$ cat config.mk
export PLATFORM = sky130hd
export DESIGN_NAME = positional_list_engine_core
export DESIGN_NICKNAME = d
export VERILOG_FILES = /design/src/sv/ple_pkg.sv /design/src/sv/ple_store.sv /design/src/sv/positional_list_engine_core.sv
export VERILOG_INCLUDE_DIRS = /design/src /design/src/sv
export SDC_FILE = /design/constraint.sdc
export NUM_CORES = 2
export LEC_CHECK = 0
export BUFFER_PORTS_ARGS = -buffer_cell sky130_fd_sc_hd__buf_4
export CORE_MARGIN = 4
export CORE_UTILIZATION = 41
export CTS_CLUSTER_SIZE = 20
export DETAILED_ROUTE_END_ITERATION = 8
export GPL_TIMING_DRIVEN = 0
export PLACE_DENSITY = 0.64
export SLEW_MARGIN = 40
export SYNTH_ARGS = -nofsm -noshare
export SYNTH_HDL_FRONTEND = slang
export SYNTH_SLANG_ARGS = --single-unit
$ cat constraint.sdc
create_clock -name clk_i -period 4.96 [get_ports clk_i]
set_input_delay 0.496 -clock clk_i [delete_from_list [all_inputs] [get_ports clk_i]]
set_output_delay 0.496 -clock clk_i [all_outputs]
set_load 0.005 [all_outputs]
$ cat src/sv/positional_list_engine_core_assert.svh
// Assertion macros shared by the list engine RTL.
`ifndef POSITIONAL_LIST_ENGINE_CORE_ASSERT_SVH
`define POSITIONAL_LIST_ENGINE_CORE_ASSERT_SVH

`ifndef SYNTHESIS

// Check that a condition holds at every clock edge outside reset.
`define PLE_ASSERT(lbl, clk, rst_n, cond, msg) \
  lbl: assert property (@(posedge clk) disable iff (!rst_n) (cond)) else $error(msg);

// Check that a trigger implies a consequent sequence.
`define PLE_ASSERT_IMPL(lbl, clk, rst_n, trig, cons, msg) \
  lbl: assert property (@(posedge clk) disable iff (!rst_n) (trig) |-> cons) else $error(msg);

`else

`define PLE_ASSERT(lbl, clk, rst_n, cond, msg)
`define PLE_ASSERT_IMPL(lbl, clk, rst_n, trig, cons, msg)

`endif

`endif

$ cat src/sv/ple_pkg.sv
`timescale 1ns / 1ps

package ple_pkg;

  localparam int CMD_W    = 2;
  localparam int POS_W    = 7;
  localparam int VAL_W    = 32;
  localparam int LEN_W    = 7;
  localparam int S_DATA_W = 40;
  localparam int M_DATA_W = 48;

  typedef enum logic [CMD_W-1:0] {
    CMD_INSERT = 2'd0,
    CMD_DELETE = 2'd1,
    CMD_GET    = 2'd2,
    CMD_LOCATE = 2'd3
  } cmd_e;

  typedef enum logic [1:0] {
    ST_IDLE,
    ST_RUN,
    ST_WRITE,
    ST_DONE
  } state_e;

  // Result item, packed so that success sits in the lowest bit.
  typedef struct packed {
    logic [LEN_W-1:0]        list_length;
    logic [POS_W-1:0]        found_position;
    logic signed [VAL_W-1:0] read_value;
    logic                    success;
  } res_t;

endpackage

$ cat src/sv/ple_store.sv
`timescale 1ns / 1ps

module ple_store #(
  parameter int DEPTH = 64,
  parameter int AW    = 6,
  parameter int DW    = 32
) (
  input  logic          clk_i,
  input  logic          we_i,
  input  logic [AW-1:0] waddr_i,
  input  logic [DW-1:0] wdata_i,
  input  logic          re_i,
  input  logic [AW-1:0] raddr_i,
  output logic [DW-1:0] rdata_o
);

  logic [DW-1:0] mem_q [DEPTH];
  logic [DW-1:0] rdata_q;

  always_ff @(posedge clk_i) begin
    if (we_i) begin
      mem_q[waddr_i] <= wdata_i;
    end
  end

  always_ff @(posedge clk_i) begin
    if (re_i) begin
      rdata_q <= mem_q[raddr_i];
    end
  end

  assign rdata_o = rdata_q;

endmodule

$ cat src/sv/positional_list_engine_core.sv
`timescale 1ns / 1ps
// Channel   Dir  Handshake                       Payload
// s_axis    in   s_axis_tvalid_i/s_axis_tready_o tdata: position, value; tuser: command
// m_axis    out  m_axis_tvalid_o/m_axis_tready_i tdata: success, read_value,
//                                                 found_position, list_length
//
// One item at a time; the list lives in a single-port-read, single-port-write RAM.
// Insert, delete, get and locate walk the RAM in ST_RUN (insert then writes the new
// value in ST_WRITE); a rejected item goes straight to ST_DONE. The shift and scan
// move one entry a cycle through the RAM read port, which is registered; locate stops at its first match.
// Reset clears the length and control state; store contents stay undefined, no clearing pass.
// A result waiting in the output register holds off only the finish of the next item.

`include "positional_list_engine_core_assert.svh"

module positional_list_engine_core
  import ple_pkg::*;
#(
  parameter int CAPACITY = 64
) (
  input  logic                clk_i,
  input  logic                rst_ni,
  input  logic                s_axis_tvalid_i,
  output logic                s_axis_tready_o,
  // [6:0] position, [38:7] value, [39] zero
  input  logic [S_DATA_W-1:0] s_axis_tdata_i,
  // [1:0] command
  input  logic [CMD_W-1:0]    s_axis_tuser_i,
  output logic                m_axis_tvalid_o,
  input  logic                m_axis_tready_i,
  // [0] success, [32:1] read_value, [39:33] found_position, [46:40] list_length,
  // [47] zero
  output logic [M_DATA_W-1:0] m_axis_tdata_o
);

  localparam int AW = (CAPACITY > 1) ? $clog2(CAPACITY) : 1;
  localparam int CW = $clog2(CAPACITY + 1);
  localparam int PW = ((CW > POS_W) ? CW : POS_W) + 1;

  state_e           state_q, state_d;
  cmd_e             cmd_q, cmd_d;
  logic [POS_W-1:0] pos_q, pos_d;
  logic [VAL_W-1:0] val_q, val_d;
  logic [AW-1:0]    addr_q, addr_d;
  logic [AW-1:0]    pend_addr_q, pend_addr_d;
  logic [CW-1:0]    rem_q, rem_d;
  logic             pend_q, pend_d;
  logic             first_q, first_d;
  logic [CW-1:0]    count_q, count_d;
  logic             ok_q, ok_d;
  logic [VAL_W-1:0] rdv_q, rdv_d;
  logic [POS_W-1:0] found_q, found_d;
  logic             m_valid_q, m_valid_d;
  res_t             m_data_q, m_data_d;

  logic             mem_we;
  logic [AW-1:0]    mem_waddr;
  logic [VAL_W-1:0] mem_wdata;
  logic             mem_re;
  logic [AW-1:0]    mem_raddr;
  logic [VAL_W-1:0] mem_rdata;

  cmd_e             cmd_in;
  logic [PW-1:0]    pos_w;
  logic [PW-1:0]    cnt_w;
  logic             ins_ok;
  logic             rng_ok;
  logic             hit;
  logic             s_acc;

  assign cmd_in = cmd_e'(s_axis_tuser_i);
  assign pos_w  = PW'(s_axis_tdata_i[POS_W-1:0]);
  assign cnt_w  = PW'(count_q);
  assign ins_ok = (pos_w != '0) && (pos_w <= cnt_w + PW'(1)) && (cnt_w < PW'(CAPACITY));
  assign rng_ok = (pos_w != '0) && (pos_w <= cnt_w);

  assign s_axis_tready_o = (state_q == ST_IDLE);
  assign s_acc           = s_axis_tvalid_i && s_axis_tready_o;
  assign m_axis_tvalid_o = m_valid_q;
  assign m_axis_tdata_o  = {1'b0, m_data_q};

  ple_store #(
    .DEPTH (CAPACITY),
    .AW    (AW),
    .DW    (VAL_W)
  ) u_store (
    .clk_i   (clk_i),
    .we_i    (mem_we),
    .waddr_i (mem_waddr),
    .wdata_i (mem_wdata),
    .re_i    (mem_re),
    .raddr_i (mem_raddr),
    .rdata_o (mem_rdata)
  );

  always_comb begin
    state_d     = state_q;
    cmd_d       = cmd_q;
    pos_d       = pos_q;
    val_d       = val_q;
    addr_d      = addr_q;
    pend_addr_d = pend_addr_q;
    rem_d       = rem_q;
    pend_d      = pend_q;
    first_d     = first_q;
    count_d     = count_q;
    ok_d        = ok_q;
    rdv_d       = rdv_q;
    found_d     = found_q;
    m_valid_d   = m_valid_q;
    m_data_d    = m_data_q;
    mem_we      = 1'b0;
    mem_waddr   = '0;
    mem_wdata   = '0;
    mem_re      = 1'b0;
    mem_raddr   = '0;
    hit         = 1'b0;

    if (m_valid_q && m_axis_tready_i) begin
      m_valid_d = 1'b0;
    end

    case (state_q)
      ST_IDLE: begin
        if (s_axis_tvalid_i) begin
          cmd_d   = cmd_in;
          pos_d   = s_axis_tdata_i[POS_W-1:0];
          val_d   = s_axis_tdata_i[POS_W +: VAL_W];
          ok_d    = 1'b0;
          rdv_d   = '0;
          found_d = '0;
          pend_d  = 1'b0;
          first_d = 1'b1;
          state_d = ST_DONE;
          case (cmd_in)
            CMD_INSERT: begin
              if (ins_ok) begin
                ok_d    = 1'b1;
                count_d = count_q + CW'(1);
                rem_d   = CW'(cnt_w - pos_w + PW'(1));
                addr_d  = AW'(cnt_w - PW'(1));
                state_d = ST_RUN;
              end
            end
            CMD_DELETE: begin
              if (rng_ok) begin
                ok_d    = 1'b1;
                count_d = count_q - CW'(1);
                rem_d   = CW'(cnt_w - pos_w + PW'(1));
                addr_d  = AW'(pos_w - PW'(1));
                state_d = ST_RUN;
              end
            end
            CMD_GET: begin
              if (rng_ok) begin
                ok_d    = 1'b1;
                rem_d   = CW'(1);
                addr_d  = AW'(pos_w - PW'(1));
                state_d = ST_RUN;
              end
            end
            CMD_LOCATE: begin
              rem_d   = count_q;
              addr_d  = '0;
              state_d = ST_RUN;
            end
            default: begin
              state_d = ST_DONE;
            end
          endcase
        end
      end

      ST_RUN: begin
        // Retire the entry read last cycle.
        if (pend_q) begin
          first_d = 1'b0;
          case (cmd_q)
            CMD_INSERT: begin
              mem_we    = 1'b1;
              mem_waddr = pend_addr_q + AW'(1);
              mem_wdata = mem_rdata;
            end
            CMD_DELETE: begin
              if (first_q) begin
                rdv_d = mem_rdata;
              end else begin
                mem_we    = 1'b1;
                mem_waddr = pend_addr_q - AW'(1);
                mem_wdata = mem_rdata;
              end
            end
            CMD_GET: begin
              rdv_d = mem_rdata;
            end
            CMD_LOCATE: begin
              if (mem_rdata == val_q) begin
                hit     = 1'b1;
                ok_d    = 1'b1;
                found_d = POS_W'(PW'(pend_addr_q) + PW'(1));
              end
            end
            default: begin
              hit = 1'b0;
            end
          endcase
        end

        // Issue the next read, or wrap up once the walk is done.
        if (hit) begin
          pend_d  = 1'b0;
          rem_d   = '0;
          state_d = ST_DONE;
        end else if (rem_q != '0) begin
          mem_re      = 1'b1;
          mem_raddr   = addr_q;
          pend_addr_d = addr_q;
          pend_d      = 1'b1;
          rem_d       = rem_q - CW'(1);
          addr_d      = (cmd_q == CMD_INSERT) ? addr_q - AW'(1) : addr_q + AW'(1);
        end else begin
          pend_d  = 1'b0;
          state_d = (cmd_q == CMD_INSERT) ? ST_WRITE : ST_DONE;
        end
      end

      ST_WRITE: begin
        mem_we    = 1'b1;
        mem_waddr = AW'(PW'(pos_q) - PW'(1));
        mem_wdata = val_q;
        state_d   = ST_DONE;
      end

      ST_DONE: begin
        if (!m_valid_q || m_axis_tready_i) begin
          m_valid_d               = 1'b1;
          m_data_d.success        = ok_q;
          m_data_d.read_value     = rdv_q;
          m_data_d.found_position = found_q;
          m_data_d.list_length    = LEN_W'(count_q);
          state_d                 = ST_IDLE;
        end
      end

      default: begin
        state_d = ST_IDLE;
      end
    endcase
  end

  always_ff @(posedge clk_i or negedge rst_ni) begin
    if (!rst_ni) begin
      state_q   <= ST_IDLE;
      pend_q    <= 1'b0;
      count_q   <= '0;
      m_valid_q <= 1'b0;
      rem_q     <= '0;
    end else begin
      state_q   <= state_d;
      pend_q    <= pend_d;
      count_q   <= count_d;
      m_valid_q <= m_valid_d;
      rem_q     <= rem_d;
    end
  end

  always_ff @(posedge clk_i) begin
    cmd_q       <= cmd_d;
    pos_q       <= pos_d;
    val_q       <= val_d;
    addr_q      <= addr_d;
    pend_addr_q <= pend_addr_d;
    first_q     <= first_d;
    ok_q        <= ok_d;
    rdv_q       <= rdv_d;
    found_q     <= found_d;
    m_data_q    <= m_data_d;
  end

  `PLE_ASSERT(a_no_rw_clash, clk_i, rst_ni, !(mem_we && mem_re && (mem_waddr == mem_raddr)), "read and write hit the same entry")
  `PLE_ASSERT(a_count_bound, clk_i, rst_ni, count_q <= CW'(CAPACITY), "length above capacity")
  `PLE_ASSERT_IMPL(a_full_insert, clk_i, rst_ni, s_acc && (cmd_in == CMD_INSERT) && (cnt_w == PW'(CAPACITY)), ##1 (count_q == CW'(CAPACITY)), "insert into full list changed length")
  `PLE_ASSERT_IMPL(a_done_loads, clk_i, rst_ni, (state_q == ST_DONE) && (!m_valid_q || m_axis_tready_i), ##1 (m_valid_q && (state_q == ST_IDLE)), "finished item not presented")

endmodule

After elaboration in Yosys (flattened, before gate mapping)
Memory sizes are Yosys's and may differ from the RTL's. A register that Yosys moved wholly into a read port is not among the register bits.
Cells that the tools add are included.
- add/sub/neg operators: 14
- magnitude comparators: 3
- eq/ne operators: 27
- mux-type cells: 78
- bitwise gates (word level): 1
- reduce and logical (&&, ||, !) cells: 25
- operators by type and width (kind ; count):
    $pmux 32 s2 ; 4
    $mux 32 ; 5
    $mux 7 ; 12
    $mux 6 ; 11
    $pmux 7 s2 ; 3
    $pmux 6 s2 ; 3
    $eq 32x32->1 ; 1
    $sub 6x1->6 const B ; 5
    $pmux 7 s4 ; 1
    $mux 1 ; 24
    $ne 3x3->1 const B ; 6
    $pmux 6 s3 ; 1
    $ne 2x2->1 const B ; 8
    $reduce_and 5->1 ; 3
    $add 7x1->7 const B ; 2
    $sub 7x1->7 const B ; 2
    $add 6x1->6 const B ; 2
    $eq 2x2->1 const B ; 6
    $mux 2 ; 6
    $pmux 1 s2 ; 6
    $reduce_and 6->1 ; 2
    $reduce_and 3->1 ; 3
    $add 7x1->8 const B ; 1
    $le 7x8->1 ; 1
    other kinds (20) ; 30
- flip-flop bits (word level): 158
- memory bits (writable): 2048
- input port bits: 46
- output and inout port bits: 50
- memories: 1
- memories (name ; words ; bits a word ; read ports ; clocked after memory_dff ; write ports ; line ; RTL):
    u_store.mem_q ; 64 ; 32 ; 1 ; 1 ; 1 ; ple_store.sv:17 ; logic [DW-1:0] mem_q [DEPTH];

Longest topological paths before layout
- depth in word-level cells: 8
- depth in mapped cells: 16
- gate-level depth less buffers: 13

Hierarchy
A second synthesis with hierarchy kept.
- cells, all modules: 4205
- area, all modules: 87669.1 um^2
- by module, submodules not included (module ; times used ; cells an instance ; area an instance (um^2) ; seq. area each (um^2)):
    ple_store ; 1 ; 3511 ; 79359.9 ; 62459.9
    positional_list_engine_core ; 1 ; 694 ; 8309.2 ; 4654.5

Worst setup path before layout
OpenSTA, ideal clock, no wires.
- kind: register to register
- start point: register state_q[1]
- end point: memory u_store.mem_q[62][0] (enable)
- setup time: 421 ps
- arrival time: 3854 ps
- required time: 4539 ps
- setup slack: 685 ps
- cell stages (with the launch flop): 11
- path buffers: 2
- period minus slack after synthesis: 4275 ps
- path through: dfrtp_1 inv_1 ha_1 clkbuf_1 nand2_1 a211oi_1 o21ai_0 or2_2 or3_1 clkbuf_1 nor2_1
- longest elaborated chain between the ends: 4
- elaborated cells between the ends (all ways): 6
- RTL lines (element ; line ; RTL):
    start, declared ; positional_list_engine_core.sv:40 ; state_e state_q, state_d;
    start signal, assigned ; positional_list_engine_core.sv:259 ; state_q <= state_d;
    $eq 2x2->1 or $eq 2x1->1 (tied branches) ; positional_list_engine_core.sv:123 ; case (state_q)
    $pmux 1 s2 ; positional_list_engine_core.sv:123 ;
    $mux 1 ; ple_store.sv:21 ; if (we_i) begin
    $mux 1 (implied by the code) ; ple_store.sv:22 ; mem_q[waddr_i] <= wdata_i;
    end, declared ; ple_store.sv:17 ;
Several ways; a longest one is shown, not always the timed one.

Final worst setup path
- start point: register val_q[21]
- end point: register u_store.rdata_q[7] (netlist: u_store.rdata_o[7]), read port of u_store.mem_q, data pin
- longest elaborated chain between the ends: 7
- elaborated cells between the ends (all ways): 9
- RTL lines (element ; line ; RTL):
    start, declared ; positional_list_engine_core.sv:43 ; logic [VAL_W-1:0] val_q, val_d;
    start signal, assigned ; positional_list_engine_core.sv:270 ; val_q <= val_d;
    $eq 32x32->1 (*) ; positional_list_engine_core.sv:197 ; if (mem_rdata == val_q) begin
    $mux 1 (*) ; positional_list_engine_core.sv:197 ;
    $mux 1 (*) ; positional_list_engine_core.sv:178 ; case (cmd_q)
    $mux 1 (*) ; positional_list_engine_core.sv:176 ; if (pend_q) begin
    $mux 1 (*) ; positional_list_engine_core.sv:123 ;
    $mux 6 or $mux 1 (tied branches) ; positional_list_engine_core.sv:210 ; if (hit) begin
    $mux 6 or $mux 1 (tied branches) ; positional_list_engine_core.sv:123 ;
    end, declared ; ple_store.sv:18 ; logic [DW-1:0] rdata_q;
Mark *: on every way between the ends. The rest lies on a longest branch, timed or not. The select of a mux whose other input is x is not followed.
A chain may end at the register's enable or synchronous reset.

==> key figures <==
Clock network
  • # clock sinks: 2238
  • CTS max path bufs: 3
  • Total CTS buffers: between 200 and 250
  • Clock latency on the worst-skew pair: ~900 ps
  • CTS tree: built
  • H-Tree Level Count: 4
  • Clock root buffer: clkbuf_16
  • Clock Pin Slew Worst Setup and Hold Paths: 70 ps

Synthesis
  • Flops & latches, synth: 2238
  • Synth area leaders: edfxtp_1 75%, nand2_1 5.0%, mux2i_1 4.7%, a21oi_1 3.2%, o22ai_1 1.4%
  • Mapped Nets: 6051
  • Top FF cell, synth: edfxtp_1
  • Post-Syn Area: 88500 um2
  • Synth area leader: edfxtp_1
  • Number of synthesized flops with an enable pin: 2220
  • Syn Area/Cell: 14.9 um2
  • Most frequent cell after synthesis: edfxtp_1
  • Cell count after synthesis: 5954
  • YS warnings: 0
  • Seq/Total Area, Yosys: 75.9%
  • Synth async-reset ratio: 0.804%
  • Yosys top cell area share: 75.3%
  • Distinct cells, synth: 73
  • Most frequent cells after synthesis: 2220 x edfxtp_1, 1179 x nand2_1, 557 x a21oi_1

Worst setup path
  • Worst r2r dst: u_store.rdata_o[7]$_DFFE_PP_
  • CP arrival: 5720 ps
  • Slowest cell on crit path: clkbuf_1
  • Reg2Reg Depth: 12
  • Crit. End Element: register
  • Worst Path Max Fanout: 10
  • Reg2Reg Setup Slack: -170 ps
  • CP Class: reg -> reg
  • Crit path from: val_q[21]$_DFFE_PP_
  • Cells along the critical path: xnor2_2 > nand4_1 > buf_4 > nor4_4 > nand3_2 > nand3_2 > clkbuf_1 > a31oi_1 > o31a_1 > nor4_1 > o22ai_1 > or4_1
  • Critical path startpoint category: register
  • CP required: 5540 ps
  • Slowest stage delay, CP: 750 ps
  • R2R Path Start: val_q[21]$_DFFE_PP_
  • Most used cell, CP: nand3_2

Die
  • Initial core utilization: between 40% and 50%
  • Die Area: 223000 um2
  • Die X: 473 um
  • Core Area: about 210000 um2
  • Ports: 96
  • Die Y: 473 um
  • Std-Cell Rows: 170

Detailed routing
  • Total Wirelength: 324 mm
  • Drt first pass iters: 7
  • DRT iter0 DRCs: 10400
  • ANT nets after route: 0
  • Drc violations: 0
  • Vias post-DR: 58700
  • DR WL/cell: 33.7 um
  • Vias per cell: 6.10

Pwr
  • Leak Pwr: roughly 40 nW
  • Total power: 60.7 mW
  • Power Density: between 500 and 600 nW/um2
  • VDD IR-drop max: just over 400 uV

STA
  • Max Slew Vio Count: 0
  • RSZ-0062 raised after global routing: true
  • Slew at the pin with the worst max-slew slack: 998 ps
  • Setup TNS: -1690 ps
  • Max-slew headroom: 33.5%
  • Setup ws final: -174 ps
  • Minimum clock period: 5130 ps
  • Layout Skew: 70.6 ps
  • Setup violations, final: 25
  • Final hold violations: 0
  • Period Utilization, post-route: 104%
  • Highest clock rate: 195 MHz

Place
  • DP Worst Slack: -2030 ps
  • Number of port buffers: 93
  • DP Wirelength: 230 mm
  • RD Place Congestion: 1.03
  • Placed cell area: approximately 100000 um2

Finish
  • Design area: about 110000 um2
  • Area delta synth->final: 22.5%
  • Nets: 6666
  • Share of cells above drive strength 1: approximately 18%

Global routing
  • Tot GR Track Use: between 20% and 30%
  • Initial antenna violation count: 23
  • Number of global-route vias before repair: 55200
  • Total grt overflow: 0
  • Pin count of the biggest net entering global routing: 44
  • First-pass GRT wire length: approximately 440 mm

Outcome
  • Failing checks: negative setup slack
  • Outcome: finished with violations

Hold path
  • Hold Crit Class: in -> async

Job
  • Max cap viols: 0
-- registers in the layout (all words and copies together) (netlist names), 2 cells and up --
register and cells:
rem_q 7, state_q 2, pend_addr_q 6, found_q 7, m_axis_tdata_o 47, rdv_q 32
pos_q 6, count_q 7, u_store.rdata_o 32, u_store.mem_q 2048, val_q 32, cmd_q 2
addr_q 6
-- how the worst max path moves through the flow --
stage	end	slack (ps)	cells after the start
3_3_place_gp	u_store.mem_q[52][13]$_DFFE_PP_	-3280	8
5_1_grt	u_store.rdata_o[10]$_DFFE_PP_	-80	15
2_1_floorplan	u_store.mem_q[62][0]$_DFFE_PP_	690	10
6_report	u_store.rdata_o[7]$_DFFE_PP_	-170	12
3_5_place_dp	u_store.rdata_o[29]$_DFFE_PP_	-2030	13
4_1_cts	u_store.rdata_o[12]$_DFFE_PP_	-40	12
-- repair_timing --
item	in CTS	in global routing
resized for setup	270	169
setup endpoints to repair	32	32
cloned	0	0
pin swaps	9	20
hold buffers	42	0
setup buffers	11	14
hold endpoints to repair	59	0
-- layout by cell type, fill, tap and decap left out, types with 40 or more instances in the layout --
cell           netlist  layout
nor3_1              85      55
nor4_1              69      48
nand2_1           1179    1170
clkbuf_2             0      89
a31oi_1             67      42
clkbuf_16            0     221
inv_1               47      46
buf_16               0     130
edfxtp_1          2220    2220
buf_8                0     111
o21ai_0             72      56
nor2_1             158      61
o22ai_1            198     192
nand3_1             56      45
buf_4               29     149
nor2_4               2      98
dlygate4sd3_1        0      42
clkbuf_1           176     113
clkinv_2             0      40
a21oi_1            557     535
clkinv_1             2      67
ha_1                47      47
mux2i_1            416     415
-- layer usage --
layer | track usage [%] | up-vias | part of all wire [%]
met4 | 17.0 | 14 | 7.4
met3 | 11.4 | 943 | 15
met2 | 40.8 | 4678 | 42
met5 | 0 | - | 0.026
met1 | 35.8 | 29200 | 35
li1 | - | 23900 | -
-- layout make-up --
| cell class | count | area [um2] |
|---|---|---|
| Antenna cell | 16 | 40.0 |
| Buffer | 328 | 2290 |
| Clock buffer | 266 | 5700 |
| Clock inverter | 150 | 1490 |
| Fill cell | 17400 | 106000 |
| Inverter | 50 | 194 |
| Multi-Input combinational cell | 3338 | 21600 |
| Sequential cell | 2238 | 67100 |
| Tap cell | 2838 | 3550 |
| Timing Repair Buffer | 392 | 6430 |
-- per-stage QoR --
| stage | cells | utilization (%) | hold slack, ps |
|---|---|---|---|
| after floorplan | 5954 | - | 200 |
| after CTS | 9585 | 50.1 | 32.0 |
| after detailed placement | 9116 | 46.0 | 397 |
| after global routing | 9601 | 50.5 | 71.0 |
| after global placement | 8885 | 43.2 | 397 |
| final | 9616 | 50.5 | 68.2 |
-- logic make-up after synthesis --
family,after synthesis,share of synthesized area (%)
buf+inv,378,1.90
other cells,1,0.00424
mux,460,5.67
compound gates,1094,7.28
xor+xnor,68,0.673
fa+ha+maj,51,0.755
simple gates,1664,7.86
flops,2238,75.9
-- worst max-delay path: cells and delay by family (launching register included) --
kind,cells,cell delay [ps]
simple gates,6,2330
buf+inv,2,930
compound gates,3,750
flops,1,490
xor+xnor,1,310
-- power by group --
group	total (mW)	leakage, nW	internal, mW	switching (mW)
combinational	20.0	13.8	5.88	14.1
sequential	24.0	21.9	23.5	0.545
clock	16.6	3.47	9.19	7.45
Note: power is estimated with default switching activity, not from simulation.
